## config.mk

```make
export PLATFORM = sky130hd
export DESIGN_NAME = gcode_line_word_parser_unit
export DESIGN_NICKNAME = d
export VERILOG_FILES = /design/src/rtl/gclp_pkg.sv /design/src/rtl/gcode_line_word_parser_unit.sv /design/src/rtl/gclp_front.sv /design/src/rtl/gclp_back.sv /design/src/rtl/gclp_out_q.sv
export VERILOG_INCLUDE_DIRS = /design/src /design/src/rtl
export SDC_FILE = /design/constraint.sdc
export NUM_CORES = 1
export LEC_CHECK = 0
export ABC_AREA = 1
export BUFFER_PORTS_ARGS = -buffer_cell sky130_fd_sc_hd__buf_2
export CAP_MARGIN = 20
export CORE_MARGIN = 2
export CORE_UTILIZATION = 50
export DETAILED_ROUTE_END_ITERATION = 16
export PLACE_DENSITY_LB_ADDON = 0.3
export SETUP_SLACK_MARGIN = 0.3
export SLEW_MARGIN = 20
export SYNTH_ARGS = -nofsm -noshare
export SYNTH_HDL_FRONTEND = slang
export SYNTH_HIERARCHICAL = 1
export SYNTH_SLANG_ARGS = --single-unit
export TNS_END_PERCENT = 50
```

## constraint.sdc

```tcl
create_clock -name clk_i -period 8.8 [get_ports clk_i]
set_input_delay 1.76 -clock clk_i [delete_from_list [all_inputs] [get_ports clk_i]]
set_output_delay 1.76 -clock clk_i [all_outputs]
set_load 0.02 [all_outputs]
```

## src/rtl/gcode_line_word_parser_unit_defines.svh

```systemverilog
// Assertion macros shared by the parser RTL.
`ifndef GCODE_LINE_WORD_PARSER_UNIT_DEFINES_SVH
`define GCODE_LINE_WORD_PARSER_UNIT_DEFINES_SVH

// The condition must never hold while out of reset.
`define GCLP_ASSERT_NEVER(lbl, clk, rst_n, cond, msg) \
  lbl: assert property (@(posedge clk) disable iff (!rst_n) !(cond)) else $error(msg);

// When the antecedent holds, the consequent holds in the same cycle.
`define GCLP_ASSERT_IMPL(lbl, clk, rst_n, ante, cons, msg) \
  lbl: assert property (@(posedge clk) disable iff (!rst_n) (ante) |-> (cons)) else $error(msg);

// When the antecedent holds, the consequent holds in the next cycle.
`define GCLP_ASSERT_NEXT(lbl, clk, rst_n, ante, cons, msg) \
  lbl: assert property (@(posedge clk) disable iff (!rst_n) (ante) |=> (cons)) else $error(msg);

`endif

```

## src/rtl/gclp_pkg.sv

```systemverilog
package gclp_pkg;

  // Number of fraction digits kept for the axis words.
  localparam int FRAC_DIGITS = 3;
  localparam int CNT_W       = (FRAC_DIGITS > 0) ? $clog2(FRAC_DIGITS + 1) : 1;
  localparam int SCALE_W     = $clog2((10 ** FRAC_DIGITS) + 1);

  localparam int ACC_W   = 33;
  localparam int PROD_W  = ACC_W + SCALE_W;
  localparam logic [ACC_W-1:0] ACC_CAP = 33'h1_0000_0000;
  localparam logic [31:0]      POS_MAX = 32'h7FFF_FFFF;

  localparam int TQ_DEPTH = 4;
  localparam int TQ_PTR_W = $clog2(TQ_DEPTH);
  localparam int TQ_CNT_W = $clog2(TQ_DEPTH + 1);

  localparam logic [7:0] CH_NUL   = 8'h00;
  localparam logic [7:0] CH_SPACE = 8'h20;
  localparam logic [7:0] CH_TAB   = 8'h09;
  localparam logic [7:0] CH_CR    = 8'h0D;
  localparam logic [7:0] CH_PLUS  = 8'h2B;
  localparam logic [7:0] CH_MINUS = 8'h2D;
  localparam logic [7:0] CH_DOT   = 8'h2E;
  localparam logic [7:0] CH_ZERO  = 8'h30;
  localparam logic [7:0] CH_NINE  = 8'h39;
  localparam logic [7:0] CH_LOW_A = 8'h61;
  localparam logic [7:0] CH_LOW_Z = 8'h7A;
  localparam logic [7:0] CASE_OFS = 8'h20;
  localparam logic [7:0] CH_G     = 8'h47;
  localparam logic [7:0] CH_M     = 8'h4D;
  localparam logic [7:0] CH_X     = 8'h58;
  localparam logic [7:0] CH_Y     = 8'h59;
  localparam logic [7:0] CH_Z     = 8'h5A;
  localparam logic [7:0] CH_F     = 8'h46;

  typedef enum logic [2:0] {
    TK_OTHER, TK_DIGIT, TK_DOT, TK_PLUS, TK_MINUS, TK_SPACE, TK_LETTER, TK_NUL
  } tok_kind_e;

  typedef enum logic [2:0] {
    LET_NONE, LET_G, LET_M, LET_X, LET_Y, LET_Z, LET_F
  } letter_e;

  typedef enum logic [2:0] {
    MODE_IDLE, MODE_LEAD, MODE_SIGNED, MODE_INT, MODE_FRAC
  } mode_e;

  typedef enum logic [2:0] {
    CMD_UNKNOWN, CMD_G0, CMD_G1, CMD_M3, CMD_M5
  } cmd_e;

  typedef struct packed {
    logic [7:0] ch;
    logic       line_end;
  } in_item_t;

  typedef struct packed {
    logic               valid_res;
    logic [2:0]         command;
    logic signed [31:0] pos_x;
    logic signed [31:0] pos_y;
    logic signed [31:0] pos_z;
    logic [31:0]        feed;
    logic               has_x;
    logic               has_y;
    logic               has_z;
    logic               has_feed;
  } res_item_t;

  // Classified character as it travels from the front to the back.
  typedef struct packed {
    tok_kind_e  kind;
    logic [3:0] digit;
    letter_e    letter;
    logic       last;
  } token_t;

  // Accumulator times ten plus a digit, saturated at 2^32.
  function automatic logic [ACC_W-1:0] times_ten_add(logic [ACC_W-1:0] acc,
                                                     logic [3:0] dig);
    logic [ACC_W+3:0] r;
    r = {acc, 3'b000} + {2'b00, acc, 1'b0} + (ACC_W + 4)'(dig);
    if (r > (ACC_W + 4)'(ACC_CAP)) begin
      return ACC_CAP;
    end
    return r[ACC_W-1:0];
  endfunction

  // Ten to the power of the fraction digits still missing.
  function automatic logic [SCALE_W-1:0] pow10_scale(logic [CNT_W-1:0] cnt);
    logic [SCALE_W-1:0] s;
    s = SCALE_W'(1);
    for (int k = 0; k < FRAC_DIGITS; k++) begin
      if (CNT_W'(k) >= cnt) begin
        s = SCALE_W'(s * 4'd10);
      end
    end
    return s;
  endfunction

  // Fixed-point value of a finished decimal, magnitude saturated.
  function automatic logic [31:0] fixed_value(logic [ACC_W-1:0] acc,
                                              logic [CNT_W-1:0] cnt,
                                              logic neg);
    logic [PROD_W-1:0] m;
    logic [31:0]       mag;
    m = PROD_W'(acc) * PROD_W'(pow10_scale(cnt));
    if (m > PROD_W'(POS_MAX)) begin
      mag = POS_MAX;
    end else begin
      mag = m[31:0];
    end
    return neg ? (32'd0 - mag) : mag;
  endfunction

endpackage

```

## src/rtl/gcode_line_word_parser_unit.sv

```systemverilog
// Channel   Handshake          Payload     Moves
// input     push_i / full_o    item_i      one character of a command line
// result    pop_i / empty_o    res_o       one parsed frame per finished line
//
// An item is taken each cycle while the back end keeps up. An item with a
// nonzero character and line_end set makes the back end hold off the next token
// while it emits the frame (a zero byte emits in its own cycle); the four-entry
// token queue hides short bursts.
// A full two-entry result queue at a line end stalls the back end, and the token
// queue then fills until full_o rises. Reset empties both queues and the scanner.
`include "gcode_line_word_parser_unit_defines.svh"

module gcode_line_word_parser_unit (
  input  logic                clk_i,
  input  logic                rst_ni,
  input  logic                push_i,
  output logic                full_o,
  input  gclp_pkg::in_item_t  item_i,
  output logic                empty_o,
  input  logic                pop_i,
  output gclp_pkg::res_item_t res_o
);

  // Classified characters between the front and the back.
  logic                tok_valid;
  gclp_pkg::token_t    tok;
  logic                tok_pop;

  // Frames between the back and the result queue.
  logic                res_push;
  gclp_pkg::res_item_t res_frame;
  logic                out_space;
  logic                end_pend;

  // Events watched by the checks below.
  logic                push_lost;
  logic                last_taken;
  logic                push_done;

  // The front classifies each character (digit, sign, point, blank, word
  // letter, line terminator) and queues it as a small token.
  gclp_front u_front (
    .clk_i       (clk_i),
    .rst_ni      (rst_ni),
    .push_i      (push_i),
    .item_i      (item_i),
    .full_o      (full_o),
    .tok_valid_o (tok_valid),
    .tok_o       (tok),
    .tok_pop_i   (tok_pop)
  );

  // The back runs the word scanner: it accumulates digits with a
  // times-ten add, folds finished words into the frame, and at line end
  // hands the frame to the result queue and clears its state.
  gclp_back u_back (
    .clk_i       (clk_i),
    .rst_ni      (rst_ni),
    .tok_valid_i (tok_valid),
    .tok_i       (tok),
    .tok_pop_o   (tok_pop),
    .out_space_i (out_space),
    .res_push_o  (res_push),
    .res_o       (res_frame),
    .end_pend_o  (end_pend)
  );

  // Results wait here until popped.
  gclp_out_q u_out_q (
    .clk_i       (clk_i),
    .rst_ni      (rst_ni),
    .res_push_i  (res_push),
    .res_i       (res_frame),
    .out_space_o (out_space),
    .empty_o     (empty_o),
    .pop_i       (pop_i),
    .res_o       (res_o)
  );

  assign push_lost  = res_push && !out_space;
  assign last_taken = tok_pop && tok.last && (tok.kind != gclp_pkg::TK_NUL);
  assign push_done  = res_push && out_space;

  // A frame is never handed over while the result queue is full.
  `GCLP_ASSERT_NEVER(a_no_push_when_full, clk_i, rst_ni, push_lost, "frame lost on full queue")

  // While the last word of a line is still being folded, no token is taken.
  `GCLP_ASSERT_IMPL(a_hold_during_end, clk_i, rst_ni, end_pend, !tok_pop, "token taken at end")

  // A last character that is not a zero byte leaves the line end pending.
  `GCLP_ASSERT_NEXT(a_end_follows_last, clk_i, rst_ni, last_taken, end_pend, "end not pending")

  // A frame handed over is visible on the result side next cycle.
  `GCLP_ASSERT_NEXT(a_push_shows, clk_i, rst_ni, push_done, !empty_o, "pushed frame not visible")

endmodule

```

## src/rtl/gclp_front.sv

```systemverilog
module gclp_front (
  input  logic              clk_i,
  input  logic              rst_ni,
  input  logic              push_i,
  input  gclp_pkg::in_item_t item_i,
  output logic              full_o,
  output logic              tok_valid_o,
  output gclp_pkg::token_t  tok_o,
  input  logic              tok_pop_i
);

  gclp_pkg::token_t               tok_new;
  logic [7:0]                     upper;
  logic [7:0]                     dig_ofs;
  gclp_pkg::token_t               tq_q [gclp_pkg::TQ_DEPTH];
  logic [gclp_pkg::TQ_PTR_W-1:0]  wr_ptr_q, wr_ptr_d;
  logic [gclp_pkg::TQ_PTR_W-1:0]  rd_ptr_q, rd_ptr_d;
  logic [gclp_pkg::TQ_CNT_W-1:0]  cnt_q, cnt_d;
  logic                           wr_en;
  logic                           rd_en;

  // Classify the incoming character.
  always_comb begin
    upper   = ((item_i.ch >= gclp_pkg::CH_LOW_A) && (item_i.ch <= gclp_pkg::CH_LOW_Z)) ?
              (item_i.ch - gclp_pkg::CASE_OFS) : item_i.ch;
    dig_ofs = item_i.ch - gclp_pkg::CH_ZERO;
    tok_new.kind   = gclp_pkg::TK_OTHER;
    tok_new.digit  = dig_ofs[3:0];
    tok_new.letter = gclp_pkg::LET_NONE;
    tok_new.last   = item_i.line_end;
    if (item_i.ch == gclp_pkg::CH_NUL) begin
      tok_new.kind = gclp_pkg::TK_NUL;
    end else if ((item_i.ch >= gclp_pkg::CH_ZERO) && (item_i.ch <= gclp_pkg::CH_NINE)) begin
      tok_new.kind = gclp_pkg::TK_DIGIT;
    end else if (item_i.ch == gclp_pkg::CH_DOT) begin
      tok_new.kind = gclp_pkg::TK_DOT;
    end else if (item_i.ch == gclp_pkg::CH_PLUS) begin
      tok_new.kind = gclp_pkg::TK_PLUS;
    end else if (item_i.ch == gclp_pkg::CH_MINUS) begin
      tok_new.kind = gclp_pkg::TK_MINUS;
    end else if ((item_i.ch == gclp_pkg::CH_SPACE) ||
                 ((item_i.ch >= gclp_pkg::CH_TAB) && (item_i.ch <= gclp_pkg::CH_CR))) begin
      tok_new.kind = gclp_pkg::TK_SPACE;
    end else begin
      unique case (upper)
        gclp_pkg::CH_G: tok_new.letter = gclp_pkg::LET_G;
        gclp_pkg::CH_M: tok_new.letter = gclp_pkg::LET_M;
        gclp_pkg::CH_X: tok_new.letter = gclp_pkg::LET_X;
        gclp_pkg::CH_Y: tok_new.letter = gclp_pkg::LET_Y;
        gclp_pkg::CH_Z: tok_new.letter = gclp_pkg::LET_Z;
        gclp_pkg::CH_F: tok_new.letter = gclp_pkg::LET_F;
        default:        tok_new.letter = gclp_pkg::LET_NONE;
      endcase
      if (tok_new.letter != gclp_pkg::LET_NONE) begin
        tok_new.kind = gclp_pkg::TK_LETTER;
      end
    end
  end

  assign full_o      = (cnt_q == gclp_pkg::TQ_CNT_W'(gclp_pkg::TQ_DEPTH));
  assign tok_valid_o = (cnt_q != '0);
  assign tok_o       = tq_q[rd_ptr_q];
  assign wr_en       = push_i && !full_o;
  assign rd_en       = tok_pop_i && tok_valid_o;

  always_comb begin
    wr_ptr_d = wr_en ? (wr_ptr_q + 1'b1) : wr_ptr_q;
    rd_ptr_d = rd_en ? (rd_ptr_q + 1'b1) : rd_ptr_q;
    cnt_d    = cnt_q + gclp_pkg::TQ_CNT_W'(wr_en) - gclp_pkg::TQ_CNT_W'(rd_en);
  end

  always_ff @(posedge clk_i or negedge rst_ni) begin
    if (!rst_ni) begin
      wr_ptr_q <= '0;
      rd_ptr_q <= '0;
      cnt_q    <= '0;
    end else begin
      wr_ptr_q <= wr_ptr_d;
      rd_ptr_q <= rd_ptr_d;
      cnt_q    <= cnt_d;
    end
  end

  always_ff @(posedge clk_i) begin
    if (wr_en) begin
      tq_q[wr_ptr_q] <= tok_new;
    end
  end

endmodule

```

## src/rtl/gclp_back.sv

```systemverilog
module gclp_back (
  input  logic                clk_i,
  input  logic                rst_ni,
  input  logic                tok_valid_i,
  input  gclp_pkg::token_t    tok_i,
  output logic                tok_pop_o,
  input  logic                out_space_i,
  output logic                res_push_o,
  output gclp_pkg::res_item_t res_o,
  output logic                end_pend_o
);

  gclp_pkg::mode_e              mode_q, mode_d;
  gclp_pkg::letter_e            letter_q, letter_d;
  logic [gclp_pkg::ACC_W-1:0]   accum_q, accum_d;
  logic [gclp_pkg::CNT_W-1:0]   frac_cnt_q, frac_cnt_d;
  logic                         neg_q, neg_d;
  logic                         end_pend_q, end_pend_d;
  gclp_pkg::res_item_t          frame_q, frame_d, frame_f;

  logic                         tok_take;
  logic                         fed;
  logic                         end_now;
  logic                         busy;
  logic                         is_dec;
  logic                         fits;
  logic                         num_take;
  logic                         fin_en;
  logic                         start_let;
  logic [gclp_pkg::ACC_W-1:0]   acc_next;

  // Handshake and classification of what this token does.
  always_comb begin
    tok_take = !end_pend_q && tok_valid_i && ((tok_i.kind != gclp_pkg::TK_NUL) || out_space_i);
    fed      = tok_take && (tok_i.kind != gclp_pkg::TK_NUL);
    end_now  = (end_pend_q && out_space_i) || (tok_take && (tok_i.kind == gclp_pkg::TK_NUL));
    busy     = (mode_q != gclp_pkg::MODE_IDLE);
    is_dec   = letter_q inside {gclp_pkg::LET_X, gclp_pkg::LET_Y, gclp_pkg::LET_Z};
    case (tok_i.kind) inside
      gclp_pkg::TK_DIGIT:                     fits = 1'b1;
      gclp_pkg::TK_DOT:                       fits = is_dec && (mode_q != gclp_pkg::MODE_FRAC);
      gclp_pkg::TK_PLUS, gclp_pkg::TK_MINUS,
      gclp_pkg::TK_SPACE:                     fits = (mode_q == gclp_pkg::MODE_LEAD);
      default:                                fits = 1'b0;
    endcase
    num_take  = fed && busy && fits;
    fin_en    = (fed && busy && !fits) || (end_now && busy);
    start_let = fed && (!busy || !fits) && (tok_i.kind == gclp_pkg::TK_LETTER);
  end

  assign tok_pop_o  = tok_take;
  assign end_pend_o = end_pend_q;

  // Scan mode and active letter.
  always_comb begin
    mode_d   = mode_q;
    letter_d = letter_q;
    if (end_now) begin
      mode_d   = gclp_pkg::MODE_IDLE;
      letter_d = gclp_pkg::LET_NONE;
    end else if (num_take) begin
      unique case (tok_i.kind) inside
        gclp_pkg::TK_DIGIT: begin
          if (mode_q != gclp_pkg::MODE_FRAC) begin
            mode_d = gclp_pkg::MODE_INT;
          end
        end
        gclp_pkg::TK_DOT:                       mode_d = gclp_pkg::MODE_FRAC;
        gclp_pkg::TK_PLUS, gclp_pkg::TK_MINUS: mode_d = gclp_pkg::MODE_SIGNED;
        default:                                mode_d = mode_q;
      endcase
    end else if (start_let) begin
      mode_d   = gclp_pkg::MODE_LEAD;
      letter_d = tok_i.letter;
    end else if (fin_en) begin
      mode_d   = gclp_pkg::MODE_IDLE;
      letter_d = gclp_pkg::LET_NONE;
    end
  end

  // Number accumulator, sign and fraction digit count.
  always_comb begin
    acc_next   = gclp_pkg::times_ten_add(accum_q, tok_i.digit);
    accum_d    = accum_q;
    frac_cnt_d = frac_cnt_q;
    neg_d      = neg_q;
    if (end_now || fin_en || start_let) begin
      accum_d    = '0;
      frac_cnt_d = '0;
      neg_d      = 1'b0;
    end else if (num_take) begin
      case (tok_i.kind) inside
        gclp_pkg::TK_DIGIT: begin
          if (mode_q != gclp_pkg::MODE_FRAC) begin
            accum_d = acc_next;
          end else if (frac_cnt_q < gclp_pkg::CNT_W'(gclp_pkg::FRAC_DIGITS)) begin
            accum_d    = acc_next;
            frac_cnt_d = frac_cnt_q + 1'b1;
          end
        end
        gclp_pkg::TK_PLUS, gclp_pkg::TK_MINUS: neg_d = (tok_i.kind == gclp_pkg::TK_MINUS);
        default: neg_d = neg_q;
      endcase
    end
  end

  // The frame with the pending word folded in.
  always_comb begin
    frame_f = frame_q;
    if (fin_en) begin
      case (letter_q)
        gclp_pkg::LET_G: begin
          if (accum_q == '0) begin
            frame_f.command   = gclp_pkg::CMD_G0;
            frame_f.valid_res = 1'b1;
          end else if ((accum_q == gclp_pkg::ACC_W'(1)) && !neg_q) begin
            frame_f.command   = gclp_pkg::CMD_G1;
            frame_f.valid_res = 1'b1;
          end
        end
        gclp_pkg::LET_M: begin
          if ((accum_q == gclp_pkg::ACC_W'(3)) && !neg_q) begin
            frame_f.command   = gclp_pkg::CMD_M3;
            frame_f.valid_res = 1'b1;
          end else if ((accum_q == gclp_pkg::ACC_W'(5)) && !neg_q) begin
            frame_f.command   = gclp_pkg::CMD_M5;
            frame_f.valid_res = 1'b1;
          end
        end
        gclp_pkg::LET_X: begin
          frame_f.pos_x = gclp_pkg::fixed_value(accum_q, frac_cnt_q, neg_q);
          frame_f.has_x = 1'b1;
        end
        gclp_pkg::LET_Y: begin
          frame_f.pos_y = gclp_pkg::fixed_value(accum_q, frac_cnt_q, neg_q);
          frame_f.has_y = 1'b1;
        end
        gclp_pkg::LET_Z: begin
          frame_f.pos_z = gclp_pkg::fixed_value(accum_q, frac_cnt_q, neg_q);
          frame_f.has_z = 1'b1;
        end
        gclp_pkg::LET_F: begin
          if (accum_q >= gclp_pkg::ACC_CAP) begin
            frame_f.feed = '1;
          end else if (neg_q) begin
            frame_f.feed = 32'd0 - accum_q[31:0];
          end else begin
            frame_f.feed = accum_q[31:0];
          end
          frame_f.has_feed = 1'b1;
        end
        default: frame_f = frame_q;
      endcase
    end
  end

  always_comb begin
    frame_d = frame_q;
    if (end_now) begin
      frame_d = '0;
    end else if (fin_en) begin
      frame_d = frame_f;
    end
    end_pend_d = end_pend_q;
    if (fed && tok_i.last) begin
      end_pend_d = 1'b1;
    end else if (end_pend_q && out_space_i) begin
      end_pend_d = 1'b0;
    end
  end

  assign res_push_o = end_now;
  assign res_o      = frame_f;

  always_ff @(posedge clk_i or negedge rst_ni) begin
    if (!rst_ni) begin
      mode_q     <= gclp_pkg::MODE_IDLE;
      letter_q   <= gclp_pkg::LET_NONE;
      accum_q    <= '0;
      frac_cnt_q <= '0;
      neg_q      <= 1'b0;
      end_pend_q <= 1'b0;
      frame_q    <= '0;
    end else begin
      mode_q     <= mode_d;
      letter_q   <= letter_d;
      accum_q    <= accum_d;
      frac_cnt_q <= frac_cnt_d;
      neg_q      <= neg_d;
      end_pend_q <= end_pend_d;
      frame_q    <= frame_d;
    end
  end

endmodule

```

## src/rtl/gclp_out_q.sv

```systemverilog
module gclp_out_q (
  input  logic                clk_i,
  input  logic                rst_ni,
  input  logic                res_push_i,
  input  gclp_pkg::res_item_t res_i,
  output logic                out_space_o,
  output logic                empty_o,
  input  logic                pop_i,
  output gclp_pkg::res_item_t res_o
);

  gclp_pkg::res_item_t slot_q [2];
  logic                wr_ptr_q, wr_ptr_d;
  logic                rd_ptr_q, rd_ptr_d;
  logic [1:0]          cnt_q, cnt_d;
  logic                wr_en;
  logic                rd_en;

  assign out_space_o = (cnt_q != 2'd2);
  assign empty_o     = (cnt_q == 2'd0);
  assign res_o       = slot_q[rd_ptr_q];
  assign wr_en       = res_push_i && out_space_o;
  assign rd_en       = pop_i && !empty_o;

  always_comb begin
    wr_ptr_d = wr_en ? !wr_ptr_q : wr_ptr_q;
    rd_ptr_d = rd_en ? !rd_ptr_q : rd_ptr_q;
    cnt_d    = cnt_q + 2'(wr_en) - 2'(rd_en);
  end

  always_ff @(posedge clk_i or negedge rst_ni) begin
    if (!rst_ni) begin
      wr_ptr_q <= 1'b0;
      rd_ptr_q <= 1'b0;
      cnt_q    <= 2'd0;
    end else begin
      wr_ptr_q <= wr_ptr_d;
      rd_ptr_q <= rd_ptr_d;
      cnt_q    <= cnt_d;
    end
  end

  always_ff @(posedge clk_i) begin
    if (wr_en) begin
      slot_q[wr_ptr_q] <= res_i;
    end
  end

endmodule

```

=== Word-level counts from Yosys, hierarchy flattened ===
Memories as Yosys holds them, arrays and structs flattened.
Index checks and enable logic that the tools add are counted.

* Bits in writable memories: 316
* Register bits: 190
* Memories: 2
* Bits of input ports: 13
* Logic and storage cells: 271
* Output and inout bits: 138

* Multipliers: 9
* Reduce and logical (&&, ||, !) cells: 61
* Add/sub/neg operators: 15
* Equality and inequality tests: 36
* Mux-type cells: 111
* $lt $le $gt $ge: 15

{| class="wikitable"
|+ Memory list
! memory !! depth !! bits a word !! rd ports !! clocked after memory_dff !! wr ports !! line !! RTL
|-
| u_out_q.slot_q || 2 || 136 || 1 || 0 || 1 || gclp_out_q.sv:12 || <nowiki>gclp_pkg::res_item_t slot_q [2];</nowiki>
|-
| u_front.tq_q || 4 || 11 || 1 || 0 || 1 || gclp_front.sv:15 || <nowiki>gclp_pkg::token_t tq_q [gclp_pkg::TQ_DEPTH];</nowiki>
|}

{| class="wikitable"
|+ Operators by type and width
! operator !! number
|-
| two-way mux 32 bit || 18
|-
| two-way mux 136 bit || 3
|-
| two-way mux 10 bit || 24
|-
| two-way mux 33 bit || 7
|-
| > comparator 43 x 31 -> 1 bit (second input constant) || 3
|-
| multiplier 33 x 10 -> 43 bit || 3
|-
| subtractor 1 x 32 -> 32 bit (first input constant) || 4
|-
| two-way mux 3 bit || 27
|-
| multiplier 10 x 3 -> 9 bit (second input constant) || 6
|-
| equality test 8 x 7 -> 1 bit (second input constant) || 6
|-
| adder 36 x 34 -> 37 bit || 1
|-
| adder 37 x 4 -> 37 bit || 1
|-
| > comparator 37 x 33 -> 1 bit (second input constant) || 1
|-
| equality test 33 x 1 -> 1 bit (second input constant) || 1
|-
| equality test 33 x 2 -> 1 bit (second input constant) || 1
|-
| equality test 33 x 3 -> 1 bit (second input constant) || 1
|-
| greater-or-equal comparator 33 bit (second input constant) || 1
|-
| logical NOT 33 bit || 1
|-
| equality test 8 x 6 -> 1 bit (second input constant) || 4
|-
| equality test 3 bit (second input constant) || 8
|-
| logical AND 1 bit || 23
|-
| two-way mux 4 bit || 5
|-
| two-way mux 1 bit || 18
|-
| one-hot mux 3 bit (6 select lines) || 1
|-
| 39 further kinds || 79
|}

=== Longest topological paths before layout ===
An unclocked memory read counts as a cell.

* Depth after elaboration: 29
* Depth in mapped cells: 50
* Depth with buffers taken out: 47

=== Cells and area by module ===
The synthesis kept the hierarchy.

{| class="wikitable"
|+ Modules (own cells, without submodules)
! module !! instances !! seq. area each (µm²) !! cells each !! area an instance (µm²)
|-
| gclp_back || 1 || 4,479.3 || 3,355 || 23,596.4
|-
| gclp_out_q || 1 || 8,267.9 || 743 || 10,263.6
|-
| gclp_front || 1 || 1,496.4 || 220 || 2,427.3
|}

=== Least setup slack after synthesis ===
Ideal clock, no wire load.

* Kind: reg-to-reg
* From: reg u_front/rd_ptr_q[0] in the netlist's numbering
* To: mem u_out_q/slot_q[1][0] in the netlist's numbering, enable pin
* Library setup time: 0.633 ns
* Period minus slack after synthesis: 8.637 ns
* Data arrival time: 8.004 ns
* Required time: 8.167 ns
* Stages on the path, launching flop included: 11
* Path buffers: 3
* Path slack: 0.163 ns
* Cells stage by stage: dfrtp_1 -> inv_1 -> clkbuf_1 -> nor2_1 -> o22ai_1 -> nand3_1 -> o21ai_0 -> clkbuf_1 -> clkbuf_1 -> nand2_1 -> nor2_1

{| class="wikitable"
|+ RTL lines
! element !! line !! RTL
|-
| start, declared || gclp_front.sv:17 || <nowiki>logic [gclp_pkg::TQ_PTR_W-1:0] rd_ptr_q, rd_ptr_d;</nowiki>
|-
| start signal, assigned || gclp_front.sv:79 || <nowiki>rd_ptr_q <= rd_ptr_d;</nowiki>
|-
| end, declared || gclp_out_q.sv:12 ||
|}

==> qor.csv <==
stage,metric,value,unit
outcome,status,"complete, no violations",
cts,Num CTS Buffers,52,
global_routing,number of global-route vias before repair,27772,
synth,Seq cells post-synth,506,
synth,Post-Syn Nets,4747,
routing,number of remaining DRC errors,0,
synth,syn_area_per_cell,8.40,um2
critical_path,Max Fanout on Critical Path,17,
critical_path,"delay-heaviest family, CP",adder cells,
timing,post-route minimum period,8.26,ns
floorplanning,Ports,151,
power_and_ir_drop,Leak Pwr,22.0,nW
power_and_ir_drop,Max rail drop VDD,0.234,mV
routing,routed wire length,94.9,mm
critical_path,crit path kind,flop to flop,
timing,max-slew violation count,0,
global_routing,all-layer global routing usage,25.8,%
critical_path,Worst Path Required,9.18,ns
placed_design,DP Wirelength,69.4,mm
floorplanning,Starting Density,50.7,%
critical_path,CP endpoint kind,flop,
timing,RSZ-0062 raised after global routing,false,
routing,final antenna-violating net count,0,
floorplanning,FP Rows,98,
timing,Slew @ Worst Pin,1.06,ns
synth,synth top area cells,"edfxtp_1 (26%), fa_1 (14%), nand2_1 (13%)",
routing,Via density,5.22,
routing,First-pass DRT Iterations,5,
timing,Setup Viol. Count Final,0,
routing,1st-iter DRT viols,2506,
placed_design,Placed Instances,5312,
cells_and_area,number of diodes,0,
floorplanning,Die W,273,um
cells_and_area,final net count,4856,
synth,Synthesis Warnings,6,
timing,worst clock skew,0.0377,ns
routing,routed vias,28284,
critical_path,Worst EP arrival,8.64,ns
timing,Peak Freq,121,MHz
synth,mapped cell area,36300,um2
global_routing,pin count of the biggest net entering global routing,137,
run,number of max-cap violations,0,
timing,final hold vios,0,
power_and_ir_drop,pwr/cell area,210,nW/um2
worst_hold_path,hold crit path type,flop to flop,
global_routing,first-pass GRT wire length,152,mm
cts,clock slew at reported path FFs,0.06,ns
global_routing,initial antenna violation count,1,
cells_and_area,Fillers,6513,
floorplanning,core area,71600,um2
floorplanning,die area,74700,um2
cells_and_area,synth-to-layout area growth,9.91,%
cts,Root Driver,clkbuf_16,
placed_design,# port buffers,150,
cts,Bufs on Longest Clock Path,3,
cts,clock sinks,506,
critical_path,buffers and inverters on the worst path,10,
synth,leading area contributor after synthesis,edfxtp_1,
synth,sequential share of the synthesized area,39.3,%
cells_and_area,fin cells,5421,
cts,CTS tree,built,
cts,CTS Hold Bufs,0,
timing,Final period util,93.9,%
cells_and_area,"leading cell type in the layout, fill and taps excluded",nand2_1,
floorplanning,DIE HEIGHT,273,um
timing,hold_ws,0.482,ns
cts,# H-tree levels,2,
synth,Post-Synthesis Cells,4318,
timing,setup tns final,0,ns
global_routing,GR Overflow Total,0,
synth,share of the synthesized area in the top cell type,26.1,%
cells_and_area,layout cells sized above 1,10.3,%
placed_design,GP Congestion,0.990,
timing,relative slew slack,29.0,%
critical_path,Setup crit start kind,flop,
critical_path,Critical Path Slowest Stage Cell,fa_1,
routing,DR WL/cell,17.5,um
critical_path,critical path's largest stage delay,0.62,ns
synth,post-synth cell types,56,
cts,latest clock arrival within the worst-skew pair,0.64,ns
cells_and_area,"commonest cells after routing, fill and taps aside","nand2_1 (1267), inv_1 (738), nor2_1 (427), edfxtp_1 (316), fa_1 (250)",
critical_path,CP most frequent cell,nand2_1,
## final timing paths
check / from / cells past startpoint / slack (ns) / to
worst max-delay path: u_back/frac_cnt_q[1] / 40 / 0.54 / u_out_q/slot_q[0][111]
worst min-delay path: u_back/frame_q[2] / 2 / 0.48 / u_back/frame_q[2]
worst max register to register: u_back/frac_cnt_q[1] / 40 / 0.54 / u_out_q/slot_q[0][111]
worst min register to register: u_back/frame_q[2] / 2 / 0.48 / u_back/frame_q[2]
max in group asynchronous: rst_ni / 2 / 6.30 / u_back/frame_q[109]
min in group asynchronous: rst_ni / 1 / 1.15 / u_back/accum_q[25]
## synth_stat cells, drive strengths merged
cell type and number:
a211oi 3, a21boi 5, a21o 5, a21oi 97, a221oi 1, a31o 2, a31oi 8, a32o 1
and3 1, buf 63, clkbuf 97, clkinv 3, dfrtp 190, edfxtp 316, fa 250, ha 166
inv 748, nand2 1291, nand3 118, nand3b 12, nand4 73, nor2 470, nor3 34, nor4 10
o2111ai 2, o211ai 3, o21a 5, o21ai 130, o21bai 8, o221ai 2, o22ai 42, o31ai 3
or2 54, or3 1, xnor2 44, xor2 60
## worst register-to-register path, delay by kind of cell (launching register included)
| kind | cells | cell delay [ns] |
|---|---|---|
| AO/OA/AOI/OAI | 3 | 0.64 |
| XOR/XNOR | 1 | 0.26 |
| adder cells (fa/ha/maj) | 7 | 3.14 |
| buffers and inverters | 10 | 1.26 |
| flip-flops | 1 | 0.42 |
| AND/OR/NAND/NOR | 19 | 2.35 |
## per-layer routing
layer,global-route usage [%],share of wire (%),wire length [um]
met4,6.46,2.4,2270
met5,0,0.015,14
met2,42.6,47,44900
met1,35.3,43,40400
met3,4.85,7.7,7310
## sequential cells by signal, summed over array words and instances, names as in the netlist
name	flops
u_back/accum_q	33
u_front/rd_ptr_q	2
u_back/frame_q	136
u_back/frac_cnt_q	2
u_back/neg_q	1
u_front/tq_q	44
u_out_q/slot_q	272
u_front/cnt_q	3
u_out_q/cnt_q	2
u_back/mode_q	3
u_out_q/rd_ptr_q	1
u_back/end_pend_o	1
u_front/wr_ptr_q	2
u_out_q/wr_ptr_q	1
u_back/letter_q	3
## metrics by stage
step / area [um2] / total power [mW] / worst slack [ns] / util [%]
final: 39900 / 8.37 / 0.538 / 55.7
after CTS: 39600 / 8.47 / 0.428 / 55.4
after floorplan: 36300 / 5.29 / 1.05 / -
after detailed placement: 37800 / 6.16 / 0.435 / 52.8
after global routing: 39900 / 8.84 / 0.246 / 55.7
after global placement: 37800 / 6.11 / 0.567 / 52.8
## power breakdown
group / switching [mW] / internal (mW) / leakage, nW
logic: 2.04 / 0.659 / 15.5
clock network: 0.956 / 1.34 / 0.864
registers: 0.211 / 3.17 / 5.64
## final cells by class
cell class	instances	area [um2]	area share, %
Clock buffer	74	1450	3.65
Clock inverter	24	342	0.856
Inverter	751	2830	7.10
Multi-Input combinational cell	2901	18500	46.4
Sequential cell	506	14300	35.7
Tap cell	950	1190	2.98
Timing Repair Buffer	215	1300	3.25
## what timing repair did
| item | 4_1_cts | 5_1_grt |
|---|---|---|
| gates resized for setup | 0 | 45 |
| setup buffers | 0 | 9 |
| endpoints found under the setup margin | 0 | 264 |
## logic make-up after synthesis
kind of cell             Yosys count  share of synthesized area (%)
AO/OA/AOI/OAI                    317                           4.94
adder cells (fa/ha/maj)          416                           19.5
flip-flops                       506                           39.3
buffers and inverters            911                           10.2
AND/OR/NAND/NOR                 2064                           23.6
XOR/XNOR                         104                           2.51
Note: power is estimated with default switching activity, not from simulation.
